## src/rtl/dns_question_extractor_core_defines.svh

```systemverilog
// Assertion macros shared by the DNS question extractor RTL.
// Depends on nothing; the including module must have clk and rst in scope.
`ifndef DNS_QUESTION_EXTRACTOR_CORE_DEFINES_SVH
`define DNS_QUESTION_EXTRACTOR_CORE_DEFINES_SVH

// The consequent must hold in the same cycle as the antecedent.
`define DQE_ASSERT_SAME(label, ante, cons) \
  label: assert property (@(posedge clk) disable iff (rst) (ante) |-> (cons)) \
    else $error("assertion failed: same-cycle implication");

// The consequent must hold in the cycle after the antecedent.
`define DQE_ASSERT_NEXT(label, ante, cons) \
  label: assert property (@(posedge clk) disable iff (rst) (ante) |=> (cons)) \
    else $error("assertion failed: next-cycle implication");

`endif

```

## src/rtl/dqe_pkg.sv

```systemverilog
// Shared types and constants for the DNS question extractor.
// Used by the interfaces and all RTL modules; depends on nothing.
package dqe_pkg;

  localparam int POSITION_BITS = 16;
  localparam int CMP_W = (POSITION_BITS > 9) ? POSITION_BITS : 9;

  localparam int QUEUE_DEPTH = 4;
  localparam int QPTR_W = $clog2(QUEUE_DEPTH);
  localparam int QCNT_W = $clog2(QUEUE_DEPTH + 1);

  localparam int CFG_INDEX_W = 4;

  localparam logic [CFG_INDEX_W-1:0] REG_IPV4_OFFSET = CFG_INDEX_W'(0);
  localparam logic [CFG_INDEX_W-1:0] REG_IPV6_OFFSET = CFG_INDEX_W'(1);

  localparam logic [7:0] IPV4_OFFSET_RESET = 8'd28;
  localparam logic [7:0] IPV6_OFFSET_RESET = 8'd48;
  localparam logic [8:0] DNS_HEADER_BYTES  = 9'd12;
  localparam logic [7:0] DOT_CHAR          = 8'h2e;
  localparam logic [3:0] IPV4_VERSION      = 4'd4;

  localparam logic [1:0] KIND_ADDR    = 2'd0;
  localparam logic [1:0] KIND_NAME    = 2'd1;
  localparam logic [1:0] KIND_SUMMARY = 2'd2;

  localparam logic [1:0] STATUS_OK    = 2'd0;
  localparam logic [1:0] STATUS_SHORT = 2'd1;
  localparam logic [1:0] STATUS_TRUNC = 2'd2;

  // Everything one accepted byte produces: an optional address or name
  // result, and an optional packet summary.
  typedef struct packed {
    logic        has_data;
    logic        data_is_name;
    logic [7:0]  data_val;
    logic        has_sum;
    logic [15:0] qtype;
    logic [1:0]  status;
    logic        is_ipv6;
  } entry_t;

endpackage

```

## src/rtl/dqe_if.sv

```systemverilog
// Channel interfaces of the DNS question extractor: packet bytes,
// results and configuration writes. Depends on dqe_pkg.
interface dqe_pkt_if;
  logic       valid;
  logic       ready;
  logic [7:0] data_byte;
  logic       last_byte;
  modport source (output valid, data_byte, last_byte, input ready);
  modport sink (input valid, data_byte, last_byte, output ready);
endinterface

interface dqe_res_if;
  logic        valid;
  logic        ready;
  logic [1:0]  kind;
  logic [7:0]  value;
  logic [15:0] qtype;
  logic [1:0]  status;
  logic        is_ipv6;
  logic        packet_done;
  modport source (output valid, kind, value, qtype, status, is_ipv6, packet_done,
                  input ready);
  modport sink (input valid, kind, value, qtype, status, is_ipv6, packet_done,
                output ready);
endinterface

interface dqe_cfg_if;
  logic                            valid;
  logic                            ready;
  logic [dqe_pkg::CFG_INDEX_W-1:0] index;
  logic [7:0]                      data;
  modport source (output valid, index, data, input ready);
  modport sink (input valid, index, data, output ready);
endinterface

```

## src/rtl/dqe_front.sv

```systemverilog
// Front end: accepts packet bytes, tracks the parse state and classifies
// each byte into queue entries. Depends on dqe_pkg and dqe_if.
module dqe_front (
  input  logic              clk,
  input  logic              rst,
  dqe_pkt_if.sink           pkt,
  input  logic [7:0]        ipv4_offset,
  input  logic [7:0]        ipv6_offset,
  input  logic              q_full,
  output logic              push,
  output dqe_pkg::entry_t   entry
);

  localparam logic [2:0] PH_SKIP  = 3'd0;
  localparam logic [2:0] PH_LEN   = 3'd1;
  localparam logic [2:0] PH_LABEL = 3'd2;
  localparam logic [2:0] PH_TYPE  = 3'd3;
  localparam logic [2:0] PH_DONE  = 3'd4;

  localparam logic [dqe_pkg::POSITION_BITS-1:0] POS_MAX = '1;

  logic [dqe_pkg::POSITION_BITS-1:0] byte_position, byte_position_next;
  logic                              ip_is_v6, ip_is_v6_next;
  logic [2:0]                        parse_phase, parse_phase_next;
  logic [7:0]                        label_remaining, label_remaining_next;
  logic                              first_label, first_label_next;
  logic [15:0]                       type_accum, type_accum_next;
  logic [1:0]                        type_seen, type_seen_next;

  logic       accept;
  logic       v6;
  logic       addr_hit;
  logic [8:0] start;
  logic [2:0] phase_cur;
  logic [7:0] b;
  logic [7:0] label_dec;
  logic [1:0] type_inc;

  assign pkt.ready = !q_full;
  assign accept    = pkt.valid && pkt.ready;
  assign b         = pkt.data_byte;

  always_comb begin
    v6 = (byte_position == '0) ? (b[7:4] != dqe_pkg::IPV4_VERSION) : ip_is_v6;
    if (v6) begin
      addr_hit = (byte_position >= dqe_pkg::POSITION_BITS'(8)) &&
                 (byte_position < dqe_pkg::POSITION_BITS'(24));
    end else begin
      addr_hit = (byte_position >= dqe_pkg::POSITION_BITS'(12)) &&
                 (byte_position < dqe_pkg::POSITION_BITS'(16));
    end
    start = {1'b0, (v6 ? ipv6_offset : ipv4_offset)} + dqe_pkg::DNS_HEADER_BYTES;
    phase_cur = parse_phase;
    if (parse_phase == PH_SKIP &&
        dqe_pkg::CMP_W'(byte_position) >= dqe_pkg::CMP_W'(start)) begin
      phase_cur = PH_LEN;
    end

    label_dec = label_remaining - 8'd1;
    type_inc  = type_seen + 2'd1;

    entry              = '0;
    entry.is_ipv6      = v6;
    entry.has_data     = addr_hit;
    entry.data_is_name = 1'b0;
    entry.data_val     = b;

    parse_phase_next     = phase_cur;
    label_remaining_next = label_remaining;
    first_label_next     = first_label;
    type_accum_next      = type_accum;
    type_seen_next       = type_seen;

    case (phase_cur)
      PH_LEN: begin
        if (b == 8'd0) begin
          parse_phase_next = PH_TYPE;
          type_seen_next   = 2'd0;
          type_accum_next  = 16'd0;
        end else begin
          // A dot goes before every label but the first.
          if (!first_label && !addr_hit) begin
            entry.has_data     = 1'b1;
            entry.data_is_name = 1'b1;
            entry.data_val     = dqe_pkg::DOT_CHAR;
          end
          first_label_next     = 1'b0;
          label_remaining_next = b;
          parse_phase_next     = PH_LABEL;
        end
      end
      PH_LABEL: begin
        if (!addr_hit) begin
          entry.has_data     = 1'b1;
          entry.data_is_name = 1'b1;
        end
        label_remaining_next = label_dec;
        if (label_dec == 8'd0) begin
          parse_phase_next = PH_LEN;
        end
      end
      PH_TYPE: begin
        type_accum_next = {type_accum[7:0], b};
        type_seen_next  = type_inc;
        if (type_inc >= 2'd2) begin
          parse_phase_next = PH_DONE;
        end
      end
      default: begin
      end
    endcase

    entry.has_sum = pkt.last_byte;
    if (parse_phase_next == PH_SKIP) begin
      entry.status = dqe_pkg::STATUS_SHORT;
    end else if (parse_phase_next == PH_DONE) begin
      entry.status = dqe_pkg::STATUS_OK;
      entry.qtype  = type_accum_next;
    end else begin
      entry.status = dqe_pkg::STATUS_TRUNC;
    end

    byte_position_next = (byte_position < POS_MAX) ? byte_position + 1'b1 : byte_position;
    ip_is_v6_next      = v6;
  end

  assign push = accept && (entry.has_data || entry.has_sum);

  always_ff @(posedge clk) begin
    if (rst || (accept && pkt.last_byte)) begin
      byte_position   <= '0;
      ip_is_v6        <= 1'b0;
      parse_phase     <= PH_SKIP;
      label_remaining <= 8'd0;
      first_label     <= 1'b1;
      type_accum      <= 16'd0;
      type_seen       <= 2'd0;
    end else if (accept) begin
      byte_position   <= byte_position_next;
      ip_is_v6        <= ip_is_v6_next;
      parse_phase     <= parse_phase_next;
      label_remaining <= label_remaining_next;
      first_label     <= first_label_next;
      type_accum      <= type_accum_next;
      type_seen       <= type_seen_next;
    end
  end

endmodule

```

## src/rtl/dqe_queue.sv

```systemverilog
// Short queue of classified entries between the front and back ends.
// Depends on dqe_pkg.
module dqe_queue (
  input  logic            clk,
  input  logic            rst,
  input  logic            push,
  input  dqe_pkg::entry_t push_entry,
  output logic            full,
  input  logic            pop,
  output logic            head_valid,
  output dqe_pkg::entry_t head
);

  dqe_pkg::entry_t                mem [dqe_pkg::QUEUE_DEPTH];
  logic [dqe_pkg::QPTR_W-1:0]     wr_ptr;
  logic [dqe_pkg::QPTR_W-1:0]     rd_ptr;
  logic [dqe_pkg::QCNT_W-1:0]     count;
  logic                           do_pop;

  assign full       = (count == dqe_pkg::QCNT_W'(dqe_pkg::QUEUE_DEPTH));
  assign head_valid = (count != '0);
  assign head       = mem[rd_ptr];
  assign do_pop     = pop && head_valid;

  always_ff @(posedge clk) begin
    if (push && !full) begin
      mem[wr_ptr] <= push_entry;
    end
  end

  always_ff @(posedge clk) begin
    if (rst) begin
      wr_ptr <= '0;
      rd_ptr <= '0;
      count  <= '0;
    end else begin
      if (push && !full) begin
        wr_ptr <= wr_ptr + 1'b1;
      end
      if (do_pop) begin
        rd_ptr <= rd_ptr + 1'b1;
      end
      case ({push && !full, do_pop})
        2'b10:   count <= count + 1'b1;
        2'b01:   count <= count - 1'b1;
        default: count <= count;
      endcase
    end
  end

endmodule

```

## src/rtl/dqe_back.sv

```systemverilog
// Back end: drains queue entries and presents one result per transfer
// from an output register. Depends on dqe_pkg and dqe_if.
module dqe_back (
  input  logic            clk,
  input  logic            rst,
  input  logic            head_valid,
  input  dqe_pkg::entry_t head,
  output logic            pop,
  dqe_res_if.source       res
);

  logic        out_valid;
  logic [1:0]  out_kind;
  logic [7:0]  out_value;
  logic [15:0] out_qtype;
  logic [1:0]  out_status;
  logic        out_ipv6;
  logic        out_done;
  logic        data_sent;
  logic        load;
  logic        send_data;

  assign load      = head_valid && (!out_valid || res.ready);
  assign send_data = head.has_data && !data_sent;
  // An entry with both a data and a summary result is popped after the second.
  assign pop       = load && !(send_data && head.has_sum);

  always_ff @(posedge clk) begin
    if (rst) begin
      out_valid <= 1'b0;
      data_sent <= 1'b0;
    end else begin
      if (load) begin
        out_valid <= 1'b1;
        data_sent <= send_data && head.has_sum;
      end else if (res.ready) begin
        out_valid <= 1'b0;
      end
    end
  end

  always_ff @(posedge clk) begin
    if (load) begin
      out_ipv6 <= head.is_ipv6;
      if (send_data) begin
        out_kind   <= head.data_is_name ? dqe_pkg::KIND_NAME : dqe_pkg::KIND_ADDR;
        out_value  <= head.data_val;
        out_qtype  <= 16'd0;
        out_status <= dqe_pkg::STATUS_OK;
        out_done   <= 1'b0;
      end else begin
        out_kind   <= dqe_pkg::KIND_SUMMARY;
        out_value  <= 8'd0;
        out_qtype  <= head.qtype;
        out_status <= head.status;
        out_done   <= 1'b1;
      end
    end
  end

  assign res.valid       = out_valid;
  assign res.kind        = out_kind;
  assign res.value       = out_value;
  assign res.qtype       = out_qtype;
  assign res.status      = out_status;
  assign res.is_ipv6     = out_ipv6;
  assign res.packet_done = out_done;

endmodule

```

## src/rtl/dns_question_extractor_core.sv

```systemverilog
// Top level of the DNS question extractor: configuration registers,
// front end, entry queue and back end. Depends on dqe_pkg, dqe_if and
// the defines header.
//
// Usage: packet bytes arrive on pkt (data_byte, last_byte) with valid/ready;
// one byte is taken per cycle while the entry queue has room. Each byte
// yields zero, one or two results on res: a server-address byte, a name
// character (dots between labels), and on the last byte a summary with the
// query type and status. Results leave in order from an output register.
// A byte's results pass through the entry queue and then the output register.
// Each result takes its own transfer on the single result port, so bytes with
// two results hold back the sustained rate of one byte per cycle.
// When res stalls, the four-entry queue fills and pkt.ready drops; nothing
// is lost. cfg writes are always ready; index 0 sets the IPv4 payload offset
// and index 1 the IPv6 one, other indexes are ignored. Reset restores
// offsets 28 and 48, empties the queue and starts a fresh packet.
`include "dns_question_extractor_core_defines.svh"

module dns_question_extractor_core (
  input  logic      clk,
  input  logic      rst,
  dqe_pkt_if.sink   pkt,
  dqe_res_if.source res,
  dqe_cfg_if.sink   cfg
);

  logic [7:0]      ipv4_offset;
  logic [7:0]      ipv6_offset;
  logic            q_full;
  logic            push;
  dqe_pkg::entry_t push_entry;
  logic            pop;
  logic            head_valid;
  dqe_pkg::entry_t head;
  logic            res_data;
  logic            res_sum;
  logic            data_fields_clear;

  assign cfg.ready = 1'b1;

  always_ff @(posedge clk) begin
    if (rst) begin
      ipv4_offset <= dqe_pkg::IPV4_OFFSET_RESET;
      ipv6_offset <= dqe_pkg::IPV6_OFFSET_RESET;
    end else if (cfg.valid && cfg.ready) begin
      case (cfg.index)
        dqe_pkg::REG_IPV4_OFFSET: ipv4_offset <= cfg.data;
        dqe_pkg::REG_IPV6_OFFSET: ipv6_offset <= cfg.data;
        default: begin
        end
      endcase
    end
  end

  dqe_front u_front (
    .clk         (clk),
    .rst         (rst),
    .pkt         (pkt),
    .ipv4_offset (ipv4_offset),
    .ipv6_offset (ipv6_offset),
    .q_full      (q_full),
    .push        (push),
    .entry       (push_entry)
  );

  dqe_queue u_queue (
    .clk        (clk),
    .rst        (rst),
    .push       (push),
    .push_entry (push_entry),
    .full       (q_full),
    .pop        (pop),
    .head_valid (head_valid),
    .head       (head)
  );

  dqe_back u_back (
    .clk        (clk),
    .rst        (rst),
    .head_valid (head_valid),
    .head       (head),
    .pop        (pop),
    .res        (res)
  );

  assign res_data          = res.valid && res.kind != dqe_pkg::KIND_SUMMARY;
  assign res_sum           = res.valid && res.kind == dqe_pkg::KIND_SUMMARY;
  assign data_fields_clear = !res.packet_done && res.qtype == 16'd0 &&
                             res.status == dqe_pkg::STATUS_OK;

  `DQE_ASSERT_SAME(a_data_clean, res_data, data_fields_clear)
  `DQE_ASSERT_SAME(a_sum_fields, res_sum, res.packet_done && res.value == 8'd0)
  `DQE_ASSERT_SAME(a_bad_no_type, res_sum && res.status != dqe_pkg::STATUS_OK, res.qtype == 16'd0)
  `DQE_ASSERT_NEXT(a_full_blocks, q_full && !pop, !pkt.ready)

endmodule

```

## src/flat_wrapper.sv

```systemverilog
// flat-port wrapper written by rule: the top's interface ports become plain ports
module dns_question_extractor_core_flat 
  (clk, rst, pkt_valid, pkt_data_byte, pkt_last_byte, pkt_ready, res_valid, res_kind, res_value, res_qtype, res_status, res_is_ipv6, res_packet_done, res_ready, cfg_valid, cfg_index, cfg_data, cfg_ready);
  dqe_pkt_if pkt_i ();
  dqe_res_if res_i ();
  dqe_cfg_if cfg_i ();
  input  logic clk;
  input  logic rst;
  input wire logic [$bits(pkt_i.valid)-1:0] pkt_valid;
  input wire logic [$bits(pkt_i.data_byte)-1:0] pkt_data_byte;
  input wire logic [$bits(pkt_i.last_byte)-1:0] pkt_last_byte;
  output wire logic [$bits(pkt_i.ready)-1:0] pkt_ready;
  output wire logic [$bits(res_i.valid)-1:0] res_valid;
  output wire logic [$bits(res_i.kind)-1:0] res_kind;
  output wire logic [$bits(res_i.value)-1:0] res_value;
  output wire logic [$bits(res_i.qtype)-1:0] res_qtype;
  output wire logic [$bits(res_i.status)-1:0] res_status;
  output wire logic [$bits(res_i.is_ipv6)-1:0] res_is_ipv6;
  output wire logic [$bits(res_i.packet_done)-1:0] res_packet_done;
  input wire logic [$bits(res_i.ready)-1:0] res_ready;
  input wire logic [$bits(cfg_i.valid)-1:0] cfg_valid;
  input wire logic [$bits(cfg_i.index)-1:0] cfg_index;
  input wire logic [$bits(cfg_i.data)-1:0] cfg_data;
  output wire logic [$bits(cfg_i.ready)-1:0] cfg_ready;
  assign pkt_i.valid = pkt_valid;
  assign pkt_i.data_byte = pkt_data_byte;
  assign pkt_i.last_byte = pkt_last_byte;
  assign pkt_ready = pkt_i.ready;
  assign res_valid = res_i.valid;
  assign res_kind = res_i.kind;
  assign res_value = res_i.value;
  assign res_qtype = res_i.qtype;
  assign res_status = res_i.status;
  assign res_is_ipv6 = res_i.is_ipv6;
  assign res_packet_done = res_i.packet_done;
  assign res_i.ready = res_ready;
  assign cfg_i.valid = cfg_valid;
  assign cfg_i.index = cfg_index;
  assign cfg_i.data = cfg_data;
  assign cfg_ready = cfg_i.ready;
  dns_question_extractor_core u_core (.clk(clk), .rst(rst), .pkt(pkt_i), .res(res_i), .cfg(cfg_i));
endmodule
```

## config.mk

```make
export PLATFORM = sky130hd
export DESIGN_NAME = dns_question_extractor_core_flat
export DESIGN_NICKNAME = d
export VERILOG_FILES = /design/src/rtl/dqe_pkg.sv /design/src/rtl/dqe_if.sv /design/src/rtl/dqe_front.sv /design/src/rtl/dqe_queue.sv /design/src/rtl/dqe_back.sv /design/src/rtl/dns_question_extractor_core.sv /design/src/flat_wrapper.sv
export VERILOG_INCLUDE_DIRS = /design/src /design/src/rtl
export SDC_FILE = /design/constraint.sdc
export NUM_CORES = 1
export LEC_CHECK = 0
export ABC_AREA = 1
export BUFFER_PORTS_ARGS = -buffer_cell sky130_fd_sc_hd__buf_2
export CORE_MARGIN = 2
export CORE_UTILIZATION = 40
export CTS_BUF_LIST = sky130_fd_sc_hd__clkbuf_8 sky130_fd_sc_hd__clkbuf_16
export CTS_CLUSTER_DIAMETER = 200
export DETAILED_ROUTE_END_ITERATION = 10
export SLEW_MARGIN = 0
export SYNTH_ARGS = -nofsm -noshare
export SYNTH_HDL_FRONTEND = slang
export SYNTH_SLANG_ARGS = --single-unit
```

## constraint.sdc

```tcl
create_clock -name clk -period 6.2 [get_ports clk]
set_input_delay 0.62 -clock clk [delete_from_list [all_inputs] [get_ports clk]]
set_output_delay 0.62 -clock clk [all_outputs]
set_load 0.005 [all_outputs]
```

==> run_results.csv <==
group,metric,value,unit
status,status,"complete, no violations",
synthesis,synthArstFlopShare,0,%
layout,antenna_cells,0,
layout,drive_gt1_share,13.5,%
floorplan,die-area,26100,µm²
detailed_routing,num_vias,7102,
timing,finalHoldViolCount,0,
power_and_ir_drop,peakVddDrop,0.258,mV
critical_path,rr_worst_depth,31,
synthesis,synth_seq_area_share,60.4,%
detailed_routing,ant_nets,0,
cts,numClockSinks,224,
cts,postCtsSetupRepairBufs,0,
cts,cts_tree,"built",
layout,area_growth,14.6,%
timing,finClkSkew,0.0215,ns
critical_path,crit_type,"register to register",
layout,finalNetCount,1155,
timing,finalMaxSlewViolations,0,
placed_design,gp_congestion,0.797,
synthesis,synth_cells,1052,
critical_path,end_kind,"register",
synthesis,yosys_most_used_dff,"edfxtp_1",
layout,fillers,2285,
floorplan,rows,57,
critical_path,setup.worst_path.start,"u_core.u_front.byte_position[0]",
grt,overflow,0,
cts,worstSkewPairLatency,0.54,ns
critical_path,crit_slowest_cell,"fa_1",
critical_path,arrival,5.11,ns
timing,rsz0062_at_grt,"false",
grt,grt_max_degree,61,
synthesis,synth_edf_count,150,
floorplan,die_w,161,µm
critical_path,worstPathRequired,6.60,ns
timing,setup-violations-final,0,
grt,grt_pass1_wl,34400,µm
job,maxCapViolCount,0,
cts,ctsHoldBuffers,0,
synthesis,synth_xor_area_share,1.24,%
cts,post_cts_resized,0,
critical_path,timing.rr.start,"u_core.u_front.byte_position[0]",
placed_design,post-place-ws,1.12,ns
detailed_routing,via_per_inst,4.89,
cts,h-tree-depth,1,
timing,worst_slack,1.50,ns
synthesis,avgSynthCellArea,9.43,µm²
critical_path,path_max_fanout,17,
floorplan,start_util,40.8,%
grt,grt_pass1_vias,6770,
timing,fin_tns_setup,0,ns
synthesis,synth-simple-area-share,17.1,%
detailed_routing,drtPass1Iterations,5,
placed_design,hpwl,13100,µm
synthesis,synth-seq-cells,224,
cts,cts_buffers,25,
power_and_ir_drop,power.leakage,0.00446,µW
layout,stdcell_area,11400,µm²
placed_design,io_buffers,57,
power_and_ir_drop,pwr_density_cell,402,nW/µm²
floorplan,core_area,24300,µm²
critical_path,cpPeakStageDelay,0.43,ns
synthesis,synthesis.yosys.warnings,0,
timing,period_share,75.8,%
synthesis,synthMuxAreaShare,0,%
grt,grtUsageTotal,16.4,%
detailed_routing,first_iter_violations,482,
timing,clock.fmax,0.213,GHz
synthesis,ys_types,42,
min_path,hold_path_end,"u_core.ipv4_offset[2]",
critical_path,startpoint_type,"register",
detailed_routing,wl_per_cell,14.5,µm
grt,antenna_found_initial,0,
placed_design,dpl_cell_area,10500,µm²
synthesis,synth_compound_area_share,12.0,%
critical_path,r2r_end,"u_core.u_queue.count[2]",
min_path,min_from,"cfg_data[2]",
cts,cts.clk_slew.worst_paths,0.06,ns
floorplan,fp.dieH,161,µm
min_path,hold_path_depth,3,
min_path,hold_class,"input port to register",
synthesis,synthAdderAreaFrac,2.60,%
synthesis,syn_nets,1098,
floorplan,io_pins,59,
timing,worst_pin_slew,0.693,ns
detailed_routing,drc_errors,0,
timing,fin_crit,4.70,ns
synthesis,synth_top_family_by_area,"simple AND/OR/NAND/NOR gates",
critical_path,path_common_cell,"nand2_1",
detailed_routing,wl,21000,µm
cts,cts_buffer_depth,3,
critical_path,rrSetupSlack,1.50,ns
cts,cts-root-buf,"clkbuf_16",
timing,slew_headroom,53.3,%
synthesis,synth_area,9920,µm²
timing,hold_ws,0.324,ns
-- per-stage QoR --
step | std cells | total power [µW] | util, %
finish | 1451 | 4570 | 46.7
global route | 1451 | 4870 | 46.7
CTS | 1451 | 4630 | 46.7
detailed placement | 1406 | 3170 | 43.3
global placement | 1406 | 3150 | 43.3
floorplan | 1052 | 2780 | -
-- critical path: cells and delay by family (launching register included) --
| family | cells | cell delay [ns] |
|---|---|---|
| compound gates | 6 | 0.91 |
| xor+xnor | 1 | 0.17 |
| fa+ha+maj | 5 | 1.29 |
| buf+inv | 3 | 0.26 |
| flops | 1 | 0.31 |
| simple gates | 16 | 1.65 |
-- cells in the mapped netlist, drive strengths merged, types with 2 or more instances --
cell type,count,share of area (%)
a21oi,91,4.6
a31oi,2,0.19
buf,9,0.72
clkbuf,29,1.1
dfxtp,74,15
edfxtp,150,45
ha,19,2.4
inv,128,4.9
nand2,171,6.8
nand3,25,1.4
nand4,11,0.91
nor2,169,6.6
nor3,17,0.96
nor4,3,0.19
o21ai,111,5.7
o22ai,20,1.3
xnor2,2,0.18
xor2,12,1.1
-- state kept, by name, summed over array words and instances (netlist names), 2 cells and up, named ones only --
| signal | cells |
|---|---|
| u_core.u_front.parse_phase | 3 |
| u_core.u_front.byte_position | 16 |
| u_core.u_back.res.qtype | 16 |
| u_core.u_back.res.status | 2 |
| u_core.ipv6_offset | 8 |
| u_core.u_queue.count | 3 |
| u_core.u_back.res.kind | 2 |
| u_core.ipv4_offset | 8 |
| u_core.u_queue.rd_ptr | 2 |
| u_core.u_back.res.value | 8 |
| u_core.u_front.type_seen | 2 |
| u_core.u_front.label_remaining | 8 |
| u_core.u_front.type_accum | 16 |
| u_core.u_queue.wr_ptr | 2 |
| u_core.u_queue.mem | 120 |
-- cell families (layout without fill, tap and decap cells) --
logic type	after synthesis	after routing
compound gates	227	227
xor+xnor	14	14
fa+ha+maj	20	20
buf+inv	166	241
flops	224	224
other cells	1	1
simple gates	400	400
-- cells in the final DEF (no fill, tap or decap), types with 3 or more instances in the layout --
cell	count
a21oi_1	91
nand3_1	22
o21ai_0	106
nor4_1	3
xor2_1	12
nor2_2	6
inv_1	118
inv_2	14
clkbuf_16	25
nor2_1	161
o22ai_1	20
nand3_2	3
buf_2	57
nor3_1	15
nand2_1	162
ha_1	19
buf_4	11
dfxtp_1	73
clkbuf_8	7
nand4_1	9
o21ai_2	4
nand2_2	8
edfxtp_1	150
-- power breakdown --
part | internal [µW] | switching, µW
Sequential | 1900 | 55.3
Clock | 862 | 586
Combinational | 363 | 802
-- worst max path at each step --
stage / to / slack (ns) / cells after the start
finish: u_core.u_queue.count[2] / 1.50 / 31
detailed placement: u_core.u_queue.count[2] / 1.12 / 25
floorplan: u_core.u_queue.mem[0][0] / 1.42 / 23
global route: u_core.u_queue.count[2] / 0.93 / 31
CTS: u_core.u_queue.count[2] / 1.43 / 31
global placement: u_core.u_queue.count[2] / 1.27 / 25
-- final cells by class --
class	instances	area, µm²	area share (%)
Sequential cell	224	5990	52.7
Inverter	128	483	4.25
Multi-Input combinational cell	662	3300	29.0
Timing Repair Buffer	68	368	3.24
Tap cell	324	405	3.57
Clock buffer	32	722	6.35
Clock inverter	13	103	0.903
-- metal layers --
layer / wire [µm] / GRT usage [%] / vias up
met5: 0 / 0 / -
met4: 590 / 4.87 / 0
met3: 841 / 2.29 / 36
met2: 10300 / 29.2 / 132
met1: 9330 / 20.6 / 3304
li1: - / - / 3630
Power figures use the tool's default switching activity.
